===== config.mk =====
export PLATFORM = sky130hd
export DESIGN_NAME = frame_buffer_pool_manager
export DESIGN_NICKNAME = d
export VERILOG_FILES = /design/src/fbpm_pkg.sv /design/src/fbpm_slot_scan.sv /design/src/frame_buffer_pool_manager.sv
export VERILOG_INCLUDE_DIRS = /design/src /design/src/src
export SDC_FILE = /design/constraint.sdc
export NUM_CORES = 1
export LEC_CHECK = 0
export BUFFER_PORTS_ARGS = -buffer_cell sky130_fd_sc_hd__buf_4
export CAP_MARGIN = 20
export CORE_ASPECT_RATIO = 0.8
export CORE_MARGIN = 2
export CORE_UTILIZATION = 35
export DETAILED_ROUTE_END_ITERATION = 6
export HOLD_SLACK_MARGIN = 0.06
export PLACE_DENSITY = 0.51
export SLEW_MARGIN = 10
export SYNTH_ARGS = -nofsm -noshare
export SYNTH_HDL_FRONTEND = slang
export SYNTH_SLANG_ARGS = --single-unit

===== constraint.sdc =====
create_clock -name i_clk -period 6.7 [get_ports i_clk]
set_input_delay 1.34 -clock i_clk [delete_from_list [all_inputs] [get_ports i_clk]]
set_output_delay 1.34 -clock i_clk [all_outputs]
set_load 0.02 [all_outputs]

===== src/assert_macros.svh =====
// Assertion macros shared by the frame buffer pool RTL.
`ifndef ASSERT_MACROS_SVH
`define ASSERT_MACROS_SVH

// Check a property on every rising edge of i_clk outside reset.
`define ASSERT_CLK(lbl, prop, msg) \
    lbl: assert property (@(posedge i_clk) disable iff (!i_rst_n) (prop)) \
        else $error(msg);

// Check that a condition never holds on a rising edge of i_clk outside reset.
`define ASSERT_NEVER(lbl, cond, msg) \
    lbl: assert property (@(posedge i_clk) disable iff (!i_rst_n) !(cond)) \
        else $error(msg);

`endif


===== src/fbpm_pkg.sv =====
// Types and codes of the frame buffer pool manager.
package fbpm_pkg;

    localparam logic       ACT_REQUEST  = 1'b0;
    localparam logic       ACT_RELEASE  = 1'b1;

    localparam logic [1:0] KIND_KEY     = 2'd0;
    localparam logic [1:0] KIND_MOTION  = 2'd1;
    localparam logic [1:0] KIND_EXTRA   = 2'd2;
    localparam logic [1:0] KIND_UNKNOWN = 2'd3;

    localparam logic [2:0] ST_GRANTED   = 3'd0;
    localparam logic [2:0] ST_NO_FREE   = 3'd1;
    localparam logic [2:0] ST_NO_REF    = 3'd2;
    localparam logic [2:0] ST_UNKNOWN   = 3'd3;
    localparam logic [2:0] ST_RELEASED  = 3'd4;
    localparam logic [2:0] ST_REL_ERROR = 3'd5;

    localparam logic [2:0] REF_NONE     = 3'd6;

    localparam int         CNT_W        = 2;
    localparam logic [1:0] CNT_PAIR     = 2'd2;
    localparam logic [1:0] CNT_SINGLE   = 2'd1;

    localparam logic       SCAN_GRAB    = 1'b0;
    localparam logic       SCAN_DROP    = 1'b1;

    typedef struct packed {
        logic       action;
        logic [1:0] frame_kind;
        logic [2:0] release_id;
    } t_fbpm_in;

    typedef struct packed {
        logic [2:0] status;
        logic [2:0] granted_id;
        logic       freed;
        logic [2:0] reference_id;
    } t_fbpm_out;

    typedef struct packed {
        logic start;
        logic mode;
    } t_scan_cmd;

    typedef struct packed {
        logic done;
        logic found;
    } t_scan_sts;

endpackage


===== src/fbpm_slot_scan.sv =====
// Free and used slot lists with a one-slot-per-cycle scanner.
`include "assert_macros.svh"

module fbpm_slot_scan #(
    parameter int FRAME_COUNT = 6
) (
    input  logic                              i_clk,
    input  logic                              i_rst_n,
    input  fbpm_pkg::t_scan_cmd               i_cmd,
    input  logic [$clog2(FRAME_COUNT)-1:0]    i_frame,
    output fbpm_pkg::t_scan_sts               o_sts,
    output logic [$clog2(FRAME_COUNT)-1:0]    o_frame
);
    import fbpm_pkg::*;

    localparam int IW = $clog2(FRAME_COUNT);
    localparam logic [IW-1:0] LAST = IW'(FRAME_COUNT - 1);

    logic [FRAME_COUNT-1:0] r_free_vld;
    logic [IW-1:0]          r_free_id [FRAME_COUNT];
    logic [FRAME_COUNT-1:0] r_used_vld;
    logic [IW-1:0]          r_used_id [FRAME_COUNT];

    logic          r_run;
    logic          r_fin;
    logic          r_mode;
    logic [IW-1:0] r_idx;
    logic [IW-1:0] r_frame;
    logic          r_hit;
    logic [IW-1:0] r_take;
    logic          r_pos_ok;
    logic [IW-1:0] r_pos;

    logic          free_v;
    logic [IW-1:0] free_i;
    logic          used_v;
    logic [IW-1:0] used_i;
    logic          free_match;

    assign free_v     = r_free_vld[r_idx];
    assign free_i     = r_free_id[r_idx];
    assign used_v     = r_used_vld[r_idx];
    assign used_i     = r_used_id[r_idx];
    assign free_match = free_v && (free_i == r_frame);

    always_ff @(posedge i_clk) begin
        if (!i_rst_n) begin
            r_run      <= 1'b0;
            r_fin      <= 1'b0;
            r_hit      <= 1'b0;
            r_pos_ok   <= 1'b0;
            r_free_vld <= '1;
            r_used_vld <= '0;
            for (int i = 0; i < FRAME_COUNT; i++) begin
                r_free_id[i] <= IW'(i);
            end
        end else begin
            r_fin <= 1'b0;
            if (i_cmd.start) begin
                r_run    <= 1'b1;
                r_mode   <= i_cmd.mode;
                r_frame  <= i_frame;
                r_idx    <= '0;
                r_hit    <= 1'b0;
                r_pos_ok <= 1'b0;
            end else if (r_run) begin
                unique case (r_mode)
                    SCAN_GRAB: begin
                        // take the first occupied free slot, note the first empty used slot
                        if (!r_hit && free_v) begin
                            r_hit             <= 1'b1;
                            r_take            <= free_i;
                            r_free_vld[r_idx] <= 1'b0;
                        end
                        if (!r_pos_ok && !used_v) begin
                            r_pos_ok <= 1'b1;
                            r_pos    <= r_idx;
                        end
                    end
                    default: begin
                        // purge the frame from both lists and park it in the first hole
                        if (used_v && used_i == r_frame) begin
                            r_used_vld[r_idx] <= 1'b0;
                        end
                        if (!r_hit && (!free_v || free_match)) begin
                            r_hit             <= 1'b1;
                            r_free_vld[r_idx] <= 1'b1;
                            r_free_id[r_idx]  <= r_frame;
                        end else if (free_match) begin
                            r_free_vld[r_idx] <= 1'b0;
                        end
                    end
                endcase
                if (r_idx == LAST) begin
                    r_run <= 1'b0;
                    r_fin <= 1'b1;
                end else begin
                    r_idx <= r_idx + 1'b1;
                end
            end else if (r_fin && r_mode == SCAN_GRAB && r_hit && r_pos_ok) begin
                r_used_vld[r_pos] <= 1'b1;
                r_used_id[r_pos]  <= r_take;
            end
        end
    end

    assign o_sts.done  = r_fin;
    assign o_sts.found = r_hit;
    assign o_frame     = r_take;

    `ASSERT_NEVER(a_start_while_busy, i_cmd.start && (r_run || r_fin), "scan restarted while busy")
    `ASSERT_CLK(a_idx_range, r_run |-> r_idx <= LAST, "scan index beyond last slot")
    `ASSERT_CLK(a_fin_follows_last, r_fin |-> $past(r_run) && $past(r_idx) == LAST,
        "scan finished without reaching last slot")

endmodule


===== src/frame_buffer_pool_manager.sv =====
// Top level of the reference-counted frame buffer pool manager.
// Pulse start with an item while busy is low; the item is taken on that edge and busy
// stays high until the result is produced. Each item gives exactly one result, shown on
// o_result for a single cycle with o_strobe high; it cannot be held off, so capture it
// then. The slot scanner walks one slot of the free and used lists per cycle, and a
// request may need two passes (one to drop the old reference, one to take a frame).
// Errors seen from the item alone go straight to the finish state; a release of an idle
// frame goes through the release check first. A new item may be started in the strobe
// cycle.
`include "assert_macros.svh"

module frame_buffer_pool_manager #(
    parameter int FRAME_COUNT = 6
) (
    input  logic                i_clk,
    input  logic                i_rst_n,
    input  logic                start,
    output logic                busy,
    input  fbpm_pkg::t_fbpm_in  i_item,
    output logic                o_strobe,
    output fbpm_pkg::t_fbpm_out o_result
);
    import fbpm_pkg::*;

    localparam int IW = $clog2(FRAME_COUNT);

    typedef enum logic [3:0] {
        S_IDLE,
        S_REL_CHK,
        S_DROP,
        S_DROP_WAIT,
        S_DROP_END,
        S_GRAB,
        S_GRAB_WAIT,
        S_GRAB_SET,
        S_FIN
    } t_state;

    t_state           r_state;
    logic [CNT_W-1:0] r_cnt [FRAME_COUNT];
    logic             r_ref_vld;
    logic [IW-1:0]    r_ref_id;
    logic             r_act;
    logic [1:0]       r_kind;
    logic [IW-1:0]    r_tgt;
    logic [2:0]       r_status;
    logic [IW-1:0]    r_granted;
    logic             r_freed;
    logic             r_strobe;
    t_fbpm_out        r_out;

    logic [CNT_W-1:0] cnt_rd;
    logic             accept;
    t_scan_cmd        scan_cmd;
    t_scan_sts        scan_sts;
    logic [IW-1:0]    scan_frame;

    assign cnt_rd = r_cnt[r_tgt];
    assign accept = start && (r_state == S_IDLE);

    assign scan_cmd.start = (r_state == S_GRAB) ||
                            (r_state == S_DROP && cnt_rd == CNT_W'(1));
    assign scan_cmd.mode  = (r_state == S_GRAB) ? SCAN_GRAB : SCAN_DROP;

    fbpm_slot_scan #(
        .FRAME_COUNT(FRAME_COUNT)
    ) u_scan (
        .i_clk  (i_clk),
        .i_rst_n(i_rst_n),
        .i_cmd  (scan_cmd),
        .i_frame(r_tgt),
        .o_sts  (scan_sts),
        .o_frame(scan_frame)
    );

    always_ff @(posedge i_clk) begin
        if (!i_rst_n) begin
            r_state   <= S_IDLE;
            r_ref_vld <= 1'b0;
            r_strobe  <= 1'b0;
            for (int i = 0; i < FRAME_COUNT; i++) begin
                r_cnt[i] <= '0;
            end
        end else begin
            r_strobe <= 1'b0;
            unique case (r_state)
                S_IDLE: begin
                    if (accept) begin
                        r_act     <= i_item.action;
                        r_kind    <= i_item.frame_kind;
                        r_granted <= '0;
                        r_freed   <= 1'b0;
                        if (i_item.action == ACT_RELEASE) begin
                            if (int'(i_item.release_id) < FRAME_COUNT) begin
                                r_tgt   <= IW'(i_item.release_id);
                                r_state <= S_REL_CHK;
                            end else begin
                                r_status <= ST_REL_ERROR;
                                r_state  <= S_FIN;
                            end
                        end else if (i_item.frame_kind == KIND_KEY) begin
                            // key frame drops the old reference before taking a frame
                            if (r_ref_vld) begin
                                r_tgt     <= r_ref_id;
                                r_ref_vld <= 1'b0;
                                r_state   <= S_DROP;
                            end else begin
                                r_state <= S_GRAB;
                            end
                        end else if (!r_ref_vld) begin
                            r_status <= ST_NO_REF;
                            r_state  <= S_FIN;
                        end else if (i_item.frame_kind == KIND_UNKNOWN) begin
                            r_status <= ST_UNKNOWN;
                            r_state  <= S_FIN;
                        end else begin
                            r_state <= S_GRAB;
                        end
                    end
                end
                S_REL_CHK: begin
                    if (cnt_rd == '0) begin
                        r_status <= ST_REL_ERROR;
                        r_state  <= S_FIN;
                    end else begin
                        r_status <= ST_RELEASED;
                        r_state  <= S_DROP;
                    end
                end
                S_DROP: begin
                    // a stale reference with count zero changes nothing
                    if (cnt_rd != '0) begin
                        r_cnt[r_tgt] <= cnt_rd - 1'b1;
                    end
                    if (cnt_rd == CNT_W'(1)) begin
                        r_freed <= 1'b1;
                        r_state <= S_DROP_WAIT;
                    end else begin
                        r_state <= S_DROP_END;
                    end
                end
                S_DROP_WAIT: begin
                    if (scan_sts.done) begin
                        r_state <= S_DROP_END;
                    end
                end
                S_DROP_END: begin
                    if (r_act == ACT_RELEASE) begin
                        r_state <= S_FIN;
                    end else if (r_kind == KIND_KEY) begin
                        r_state <= S_GRAB;
                    end else begin
                        // motion frame: the new frame replaces the reference
                        r_ref_id <= r_granted;
                        r_state  <= S_FIN;
                    end
                end
                S_GRAB: begin
                    r_state <= S_GRAB_WAIT;
                end
                S_GRAB_WAIT: begin
                    if (scan_sts.done) begin
                        if (scan_sts.found) begin
                            r_tgt     <= scan_frame;
                            r_granted <= scan_frame;
                            r_state   <= S_GRAB_SET;
                        end else begin
                            r_status <= ST_NO_FREE;
                            r_state  <= S_FIN;
                        end
                    end
                end
                S_GRAB_SET: begin
                    r_cnt[r_tgt] <= (r_kind == KIND_EXTRA) ? CNT_SINGLE : CNT_PAIR;
                    r_status     <= ST_GRANTED;
                    if (r_kind == KIND_KEY) begin
                        r_ref_vld <= 1'b1;
                        r_ref_id  <= r_tgt;
                        r_state   <= S_FIN;
                    end else if (r_kind == KIND_MOTION) begin
                        r_tgt   <= r_ref_id;
                        r_state <= S_DROP;
                    end else begin
                        r_state <= S_FIN;
                    end
                end
                S_FIN: begin
                    r_strobe           <= 1'b1;
                    r_out.status       <= r_status;
                    r_out.granted_id   <= 3'(r_granted);
                    r_out.freed        <= r_freed;
                    r_out.reference_id <= r_ref_vld ? 3'(r_ref_id) : REF_NONE;
                    r_state            <= S_IDLE;
                end
                default: begin
                    r_state <= S_IDLE;
                end
            endcase
        end
    end

    assign busy     = (r_state != S_IDLE);
    assign o_strobe = r_strobe;
    assign o_result = r_out;

    `ASSERT_CLK(a_strobe_single, o_strobe |=> !o_strobe, "result strobe longer than one cycle")
    `ASSERT_CLK(a_accept_busy, start && !busy |=> busy, "accepted beat did not raise busy")
    `ASSERT_CLK(a_scan_done_waited,
        scan_sts.done |-> (r_state == S_GRAB_WAIT || r_state == S_DROP_WAIT),
        "scan finished while nobody waited")
    `ASSERT_CLK(a_grant_sets_ref,
        o_strobe && o_result.status == ST_GRANTED && r_kind != KIND_EXTRA
            |-> o_result.reference_id == o_result.granted_id,
        "granted reference frame did not become the reference")

endmodule

After elaboration in Yosys (flattened, before gate mapping)
Memories as Yosys holds them, arrays and structs flattened. A register that Yosys moved wholly into a read port is not among the register bits.
Index checks and enable logic that the tools add are counted.
{ "classes": {"add_sub_neg": 2, "magnitude_cmp": 3, "n_eq_ne": 36, "n_mux": 95, "bitwise_logic": 8, "reduce_logical": 42} }
{ "op_table": {"columns": ["op", "count"], "rows": [
  ["3-bit 2-to-1 mux", 31],
  ["4-bit 2-to-1 mux", 14],
  ["1-bit 2-to-1 mux", 34],
  ["4-bit case mux with 8 select lines", 1],
  ["6-bit 2-to-1 mux", 4],
  ["2-bit != test (second input constant)", 10],
  ["5-bit AND reduction", 4],
  ["4-bit by 3-bit == test with 1-bit output (second input constant)", 4],
  ["2-bit nonzero test", 7],
  ["3-bit != test (second input constant)", 4],
  ["3-bit case mux with 2 select lines", 2],
  ["3-bit case mux with 4 select lines", 1],
  ["3-bit AND reduction", 4],
  ["2-bit by 1-bit != test with 1-bit output (second input constant)", 5],
  ["10-bit AND reduction", 1],
  ["3-bit case mux with 3 select lines", 1],
  ["4-bit by 2-bit == test with 1-bit output (second input constant)", 2],
  ["4-bit AND reduction", 2],
  ["8-bit AND reduction", 1],
  ["4-bit nonzero test", 2],
  ["6-bit bitwise AND", 1],
  ["1-bit logical AND", 6],
  ["2-bit zero test", 3],
  ["2-bit 2-to-1 mux", 3],
  ["27 further kinds", 39]
]} }
{ "totals": {"register_bits": 51, "ramBits": 30, "out_inout_bits": 12, "n_memories": 2} }
{ "memory_table": {"columns": ["memory", "depth", "width", "read_ports", "rd_ports_with_merged_regs", "write_ports", "line_no", "text"], "rows": [
  ["u_scan.r_free_id", 6, 3, 1, 1, 6, "fbpm_slot_scan.sv:20", "logic [IW-1:0] r_free_id [FRAME_COUNT];"],
  ["r_cnt", 6, 2, 1, 1, 6, "frame_buffer_pool_manager.sv:40", "logic [CNT_W-1:0] r_cnt [FRAME_COUNT];"]
]} }

Longest topological paths before layout
Gate-level depths: netlist of run 1.
{ "logic_depth": {"word_depth": 13, "ltp_mapped": 11} }

Hierarchy
Synthesis of run 1 repeated with hierarchy kept, for this count alone.
{ "hier_totals": {"hier_cells": 452, "area_unflattened_um2": 5037.3} }
{ "by_module_without_submodules": {"columns": ["mod", "n_inst", "cells_per_inst", "area_each_um2"], "rows": [
  ["frame_buffer_pool_manager", 1, 253, 2737.6],
  ["fbpm_slot_scan", 1, 199, 2299.7]
]} }

Least setup slack after synthesis of run 1
Ideal clock, no wire load.
{ "synth_timing": {"kind": "flip-flop to flip-flop", "startpoint": "reg with a tool-made name", "endpoint": "mem u_scan.r_free_id[1][0] (netlist name), data pin", "setup_ns": 0.270, "arrival_ns": 2.877, "required_time_ns": 6.430, "setup_slack_ns": 3.553, "stages_incl_launch_ff": 11, "path_buffers": 0, "cell_sequence": "dfxtp_1 > mux4_2 > mux2i_1 > inv_1 > ha_1 > nand4bb_1 > a21oi_1 > or2_1 > or3b_2 > or3_4 > nand2b_1"} }
{ "synth_lines": {"columns": ["element", "line_no"], "rows": [
  ["end, declared", "fbpm_slot_scan.sv:20"]
]} }

==> results.toml, run 1 <==
[min_path]
hold_end = "o_result[3]$_DFFE_PP_"
min_from = "r_freed$_DFFE_PP_"
hold_path.class = "register to register"
holdPathStages = 0

[cts]
cts_resized = 0
root_buffer = "clkbuf_16"
postCtsSetupBuffers = 0
path_clk_slew_ns = 0.07
postCtsHoldBufs = 0
clockBufferDepth = 2
numClockSinks = 97
cts_buffers = 9
clk_latency_ns = 0.35
cts_tree = "done"
h-tree-depth = 3

[grt]
grt_max_degree = 32
grt_overflow_total = 0
antenna_found_initial = 0
grt_pass1_vias = 3157
grt_pass1_wl_um = 17800
grt_usage = 0.162

[setup_path]
cpPeakStageDelay_ns = 0.53
cp_max_fo = 16
crit_required_ns = 6.75
path_cells = "mux4_2 -> mux2i_1 -> inv_1 -> ha_1 -> nand4bb_1 -> a21oi_1 -> or2_1 -> or3b_2 -> nor2_2 -> and4_1"
rr_worst_depth = 10
worstPathArrival_ns = 3.95
rr_endpoint = "u_scan.r_free_id[6][1]$_DFFE_PP_"
crit_type = "register to register"
cp_slowest_cell = "mux4_2"
crit_family = "simple AND/OR/NAND/NOR gates"
cp-start-kind = "register"
cp_num_buf_inv = 1
regToRegSetupSlack_ns = 2.80
cp-end-kind = "register"

[cells_and_area]
antennaDiodeCount = 0
final_common_cell = "edfxtp_1"
n_fill_cell = 1291
final_cell_mix = "edfxtp_1 (76), nand2_1 (48), nor2_1 (37)"
drive_above_1_share = 0.124
nets = 453
fin_util = 0.402
multiInputGateArea_um2 = 2000
regArea_um2 = 2700
area_delta_synth_final_pct = 12.5

[placement]
portBuffers = 20
dp_hpwl_um = 8140
place_congestion = 0.845

[synth]
synth_ff_type = "edfxtp_1"
synth.avg_cell_area_um2 = 11.3
synth_area_um2 = 4840
netlist_instances = 427
ys_ff_latch = 97
seq_area_frac_synth = 0.558
synth_nets = 440
synth_edf_count = 76
synth-async-reset-ratio = 0
synthDistinctLibCells = 64
synth_warnings = 0

[sta]
finalSetupTns_ns = 0
fmax_mhz = 256
drv_slew = 0
rsz0062_at_grt = "no"
finClkSkew_ns = 0.00901
min_period_over_period = 0.582
final-hold-violation-count = 0
setup-violations-final = 0
min_period_ns = 3.90
tightestPinTransition_ns = 0.919
relSlewSlack = 0.387

[die]
die_w_um = 135
die_area_um2 = 14800
core-area_um2 = 13600
num_io_pins = 21
initial_utilization = 0.357
rows = 38
die_height_um = 109

[routing]
dr_total_vias = 3342
drcViolationCount = 0
dr.pass1.iters = 5
initialDrtViolationCount = 272
wl_per_cell_um = 17.7
antenna_left = 0
wl_um = 11100
avgViaCountPerCell = 5.35

[power]
peakVddDrop_v = 0.000164
p_leak_nw = 1.92
power.density_nw_per_um2 = 239
p_total_w = 0.00130

[flow_run]
cap_violations = 0

[status]
outcome = "complete, no violations"
-- how the worst max path moves through the flow --
stage	cells after the start	to	startpoint	slack, ns
after global placement	10	u_scan.r_free_id[7][1]$_DFFE_PP_	register	2.91
final	10	u_scan.r_free_id[6][1]$_DFFE_PP_	register	2.80
after global routing	10	u_scan.r_free_id[6][1]$_DFFE_PP_	register	2.55
after floorplan	10	u_scan.r_free_id[1][0]$_SDFFCE_PN1P_	register	3.55
after detailed placement	10	u_scan.r_free_id[7][0]$_DFFE_PP_	register	2.81
after CTS	10	u_scan.r_free_id[6][2]$_DFFE_PP_	register	2.78
-- cells in the mapped netlist, types with 4 or more instances --
cell | instances | area share
a21oi_1 | 12 | 0.012
a31o_1 | 5 | 0.0090
a31oi_1 | 5 | 0.0065
and2_1 | 9 | 0.012
and3_1 | 18 | 0.023
clkbuf_1 | 15 | 0.012
dfxtp_1 | 21 | 0.087
edfxtp_1 | 76 | 0.47
ha_1 | 4 | 0.010
inv_1 | 13 | 0.010
mux2_1 | 7 | 0.016
mux2i_1 | 13 | 0.027
mux4_2 | 7 | 0.033
nand2_1 | 48 | 0.037
nand2b_1 | 8 | 0.010
nand3_1 | 12 | 0.012
nand3b_1 | 8 | 0.012
nor2_1 | 37 | 0.029
nor2b_1 | 8 | 0.010
nor3_1 | 10 | 0.010
o21a_1 | 7 | 0.011
o21ai_0 | 6 | 0.0062
o21ai_1 | 10 | 0.010
o22ai_1 | 4 | 0.0052
xnor2_1 | 5 | 0.0090
-- per-layer routing --
metal	vias to the layer above	wire, um	track usage
li1	1612	-	-
met1	1606	5490	0.248
met2	115	4690	0.223
met3	9	768	0.0400
met4	0	104	0.0521
met5	-	0	0
-- stage by stage --
stage / hold slack (ns) / std cells / instance area [um^2] / worst slack [ns]
global route: 0.431 / 625 / 5450 / 2.55
CTS: 0.424 / 625 / 5450 / 2.78
detailed placement: 0.408 / 609 / 5140 / 2.81
floorplan: 0.400 / 427 / 4840 / 3.55
finish: 0.421 / 625 / 5450 / 2.80
global placement: 0.408 / 609 / 5140 / 2.91
-- cell families (layout without fill, tap and decap cells) --
logic type	count (synthesis)	in the layout	synth area share
compound gates	73	73	0.112
xor+xnor	8	8	0.0160
fa+ha+maj	4	4	0.0103
buf+inv	35	53	0.0289
flops	97	97	0.558
mux	28	28	0.0804
simple gates	182	182	0.194
-- final cells by class --
| class | count | share of cell area |
|---|---|---|
| clock inverter | 7 | 0.0142 |
| clock buffer | 9 | 0.0414 |
| sequential | 97 | 0.496 |
| multi-input combinational | 295 | 0.367 |
| tap | 180 | 0.0414 |
| timing repair buffer | 21 | 0.0289 |
| inverter | 16 | 0.0110 |
-- where the power goes --
group          leakage [nW]  internal, W  switching [W]  total (W)
clock                 0.142     0.000293       0.000230   0.000523
combinational         0.903    0.0000393      0.0000559  0.0000952
sequential            0.881     0.000663      0.0000187   0.000681
No activity file was read; power rests on OpenSTA's default activity.
==> run 2, diff against run 1 <==
==> constraint.sdc (replaced) <==
create_clock -name i_clk -period 3.9 [get_ports i_clk]
set_input_delay 0.78 -clock i_clk [delete_from_list [all_inputs] [get_ports i_clk]]
set_output_delay 0.78 -clock i_clk [all_outputs]
set_load 0.02 [all_outputs]
==> run 2 against run 1 <==
Non-clock buffer count is 4 higher. Cell area up 0.44%. Core utilization is 0.18 points higher. Critical path type unchanged.
==> results.toml, run 2 (synthesized netlist as in run 1, its figures left out) <==
[status]
outcome = "complete, no violations"

[die]
initial_utilization = 0.357
die_area_um2 = 14800
num_io_pins = 21
rows = 38
die_height_um = 109
core-area_um2 = 13600
die_w_um = 135

[sta]
min_period_over_period = 0.870
min_period_ns = 3.39
relSlewSlack = 0.449
finalSetupTns_ns = 0
fmax_mhz = 295
worst_slack_ns = 0.506
tightestPinTransition_ns = 0.819
drv_slew = 0
rsz0062_at_grt = "no"
setup-violations-final = 0
final-hold-violation-count = 0
finClkSkew_ns = 0.0131

[routing]
avgViaCountPerCell = 5.39
wl_um = 11300
wl_per_cell_um = 18.0
drcViolationCount = 0
dr.pass1.iters = 5
dr_total_vias = 3389
antenna_left = 0
initialDrtViolationCount = 267

[power]
clkPwrFrac = 0.400
power.density_nw_per_um2 = 407
swShare = 0.232
comb_power_share = 0.075
p_sw_w = 0.000517
peakVddDrop_v = 0.000204
p_int_w = 0.00171
p_leak_nw = 1.95
seq_power_share = 0.526

[cells_and_area]
n_fill_cell = 1321
antennaDiodeCount = 0
area_delta_synth_final_pct = 13.0
nets = 457
final_cells = 629
final_common_cell = "edfxtp_1"
drive_above_1_share = 0.129
fin_util = 0.404
final_cell_mix = "edfxtp_1 (76), nand2_1 (48), nor2_1 (37)"

[setup_path]
regToRegSetupSlack_ns = 0.51
cp_slowest_cell = "mux4_2"
crit_type = "register to register"
worstPathArrival_ns = 3.47
cpPeakStageDelay_ns = 0.53
crit_required_ns = 3.98
cp-start-kind = "register"
cp_num_buf_inv = 1
cp_max_fo = 5
path_cells = "mux4_2 -> mux2i_1 -> inv_1 -> ha_1 -> nand4bb_1 -> a21oi_1 -> or2_1 -> or3b_2 -> or3_4 -> nand2b_1"
crit_family = "simple AND/OR/NAND/NOR gates"
cp-end-kind = "register"

[placement]
dp.cells = 613
dp_slack_ns = 0.516
place_congestion = 0.850
portBuffers = 20
dp_hpwl_um = 8280

[cts]
postCtsSetupBuffers = 0
numClockSinks = 97
clk_latency_ns = 0.34
root_buffer = "clkbuf_16"
cts_resized = 0
h-tree-depth = 3
clockBufferDepth = 2
path_clk_slew_ns = 0.07
cts_tree = "done"
postCtsHoldBufs = 0
cts_buffers = 9

[grt]
grt_overflow_total = 0
grt_pass1_wl_um = 18000
antenna_found_initial = 0
grt_max_degree = 32
grt_usage = 0.162
grt_pass1_vias = 3223

[flow_run]
cap_violations = 0

[min_path]
hold_path.class = "register to register"
==> run 2: cell types whose count changed in the layout (fill, tap and decap cells not counted) <==
cell | before | now
clkinvlp_4 | 2 | 1
inv_8 | 1 | 0
inv_6 | 1 | 2
clkinv_1 | 1 | 0
clkbuf_1 | 0 | 2
buf_4 | 21 | 25
==> run 2: area by class of cell <==
cell class	instances	area (um^2)	area share
Sequential cell	97	2700	0.494
Multi-Input combinational cell	295	2000	0.365
Clock buffer	11	233	0.0425
Tap cell	180	225	0.0412
Timing Repair Buffer	25	188	0.0343
Clock inverter	5	63.8	0.0117
Inverter	16	60.1	0.0110
==> run 2: path summary, 6_finish.rpt <==
check,start,endpoint,depth (start not counted)
setup / recovery,register,u_scan.r_free_id[1][0]$_SDFFCE_PN1P_,10
hold / removal,r_status[2]$_DFFE_PP_,o_result[9]$_DFFE_PP_,0
setup reg to reg,register,u_scan.r_free_id[1][0]$_SDFFCE_PN1P_,10
hold reg to reg,r_status[2]$_DFFE_PP_,o_result[9]$_DFFE_PP_,0
==> run 2: power by group through the flow <==
stage | clock network [W] | registers [W] | logic, W
floorplan | 0 | 0.00118 | 0.000123
global route | 0.000938 | 0.00117 | 0.000183
finish | 0.000890 | 0.00117 | 0.000166
detailed placement | 0 | 0.00119 | 0.000164
global placement | 0 | 0.00119 | 0.000162
CTS | 0.000911 | 0.00117 | 0.000165
==> run 2: layer usage <==
metal,up-vias,routed length [um],GRT usage
met5,-,0,0
met4,0,107,0.0387
met3,7,648,0.0307
met2,98,4890,0.240
met1,1658,5690,0.244
li1,1626,-,-
==> run 2: per-stage QoR <==
stage | cell area (um^2) | hold slack, ns | power [W]
after global placement | 5170 | 0.404 | 0.00136
final | 5470 | 0.418 | 0.00223
after CTS | 5470 | 0.420 | 0.00225
after detailed placement | 5170 | 0.405 | 0.00136
after floorplan | 4840 | 0.400 | 0.00130
after global routing | 5470 | 0.438 | 0.00230
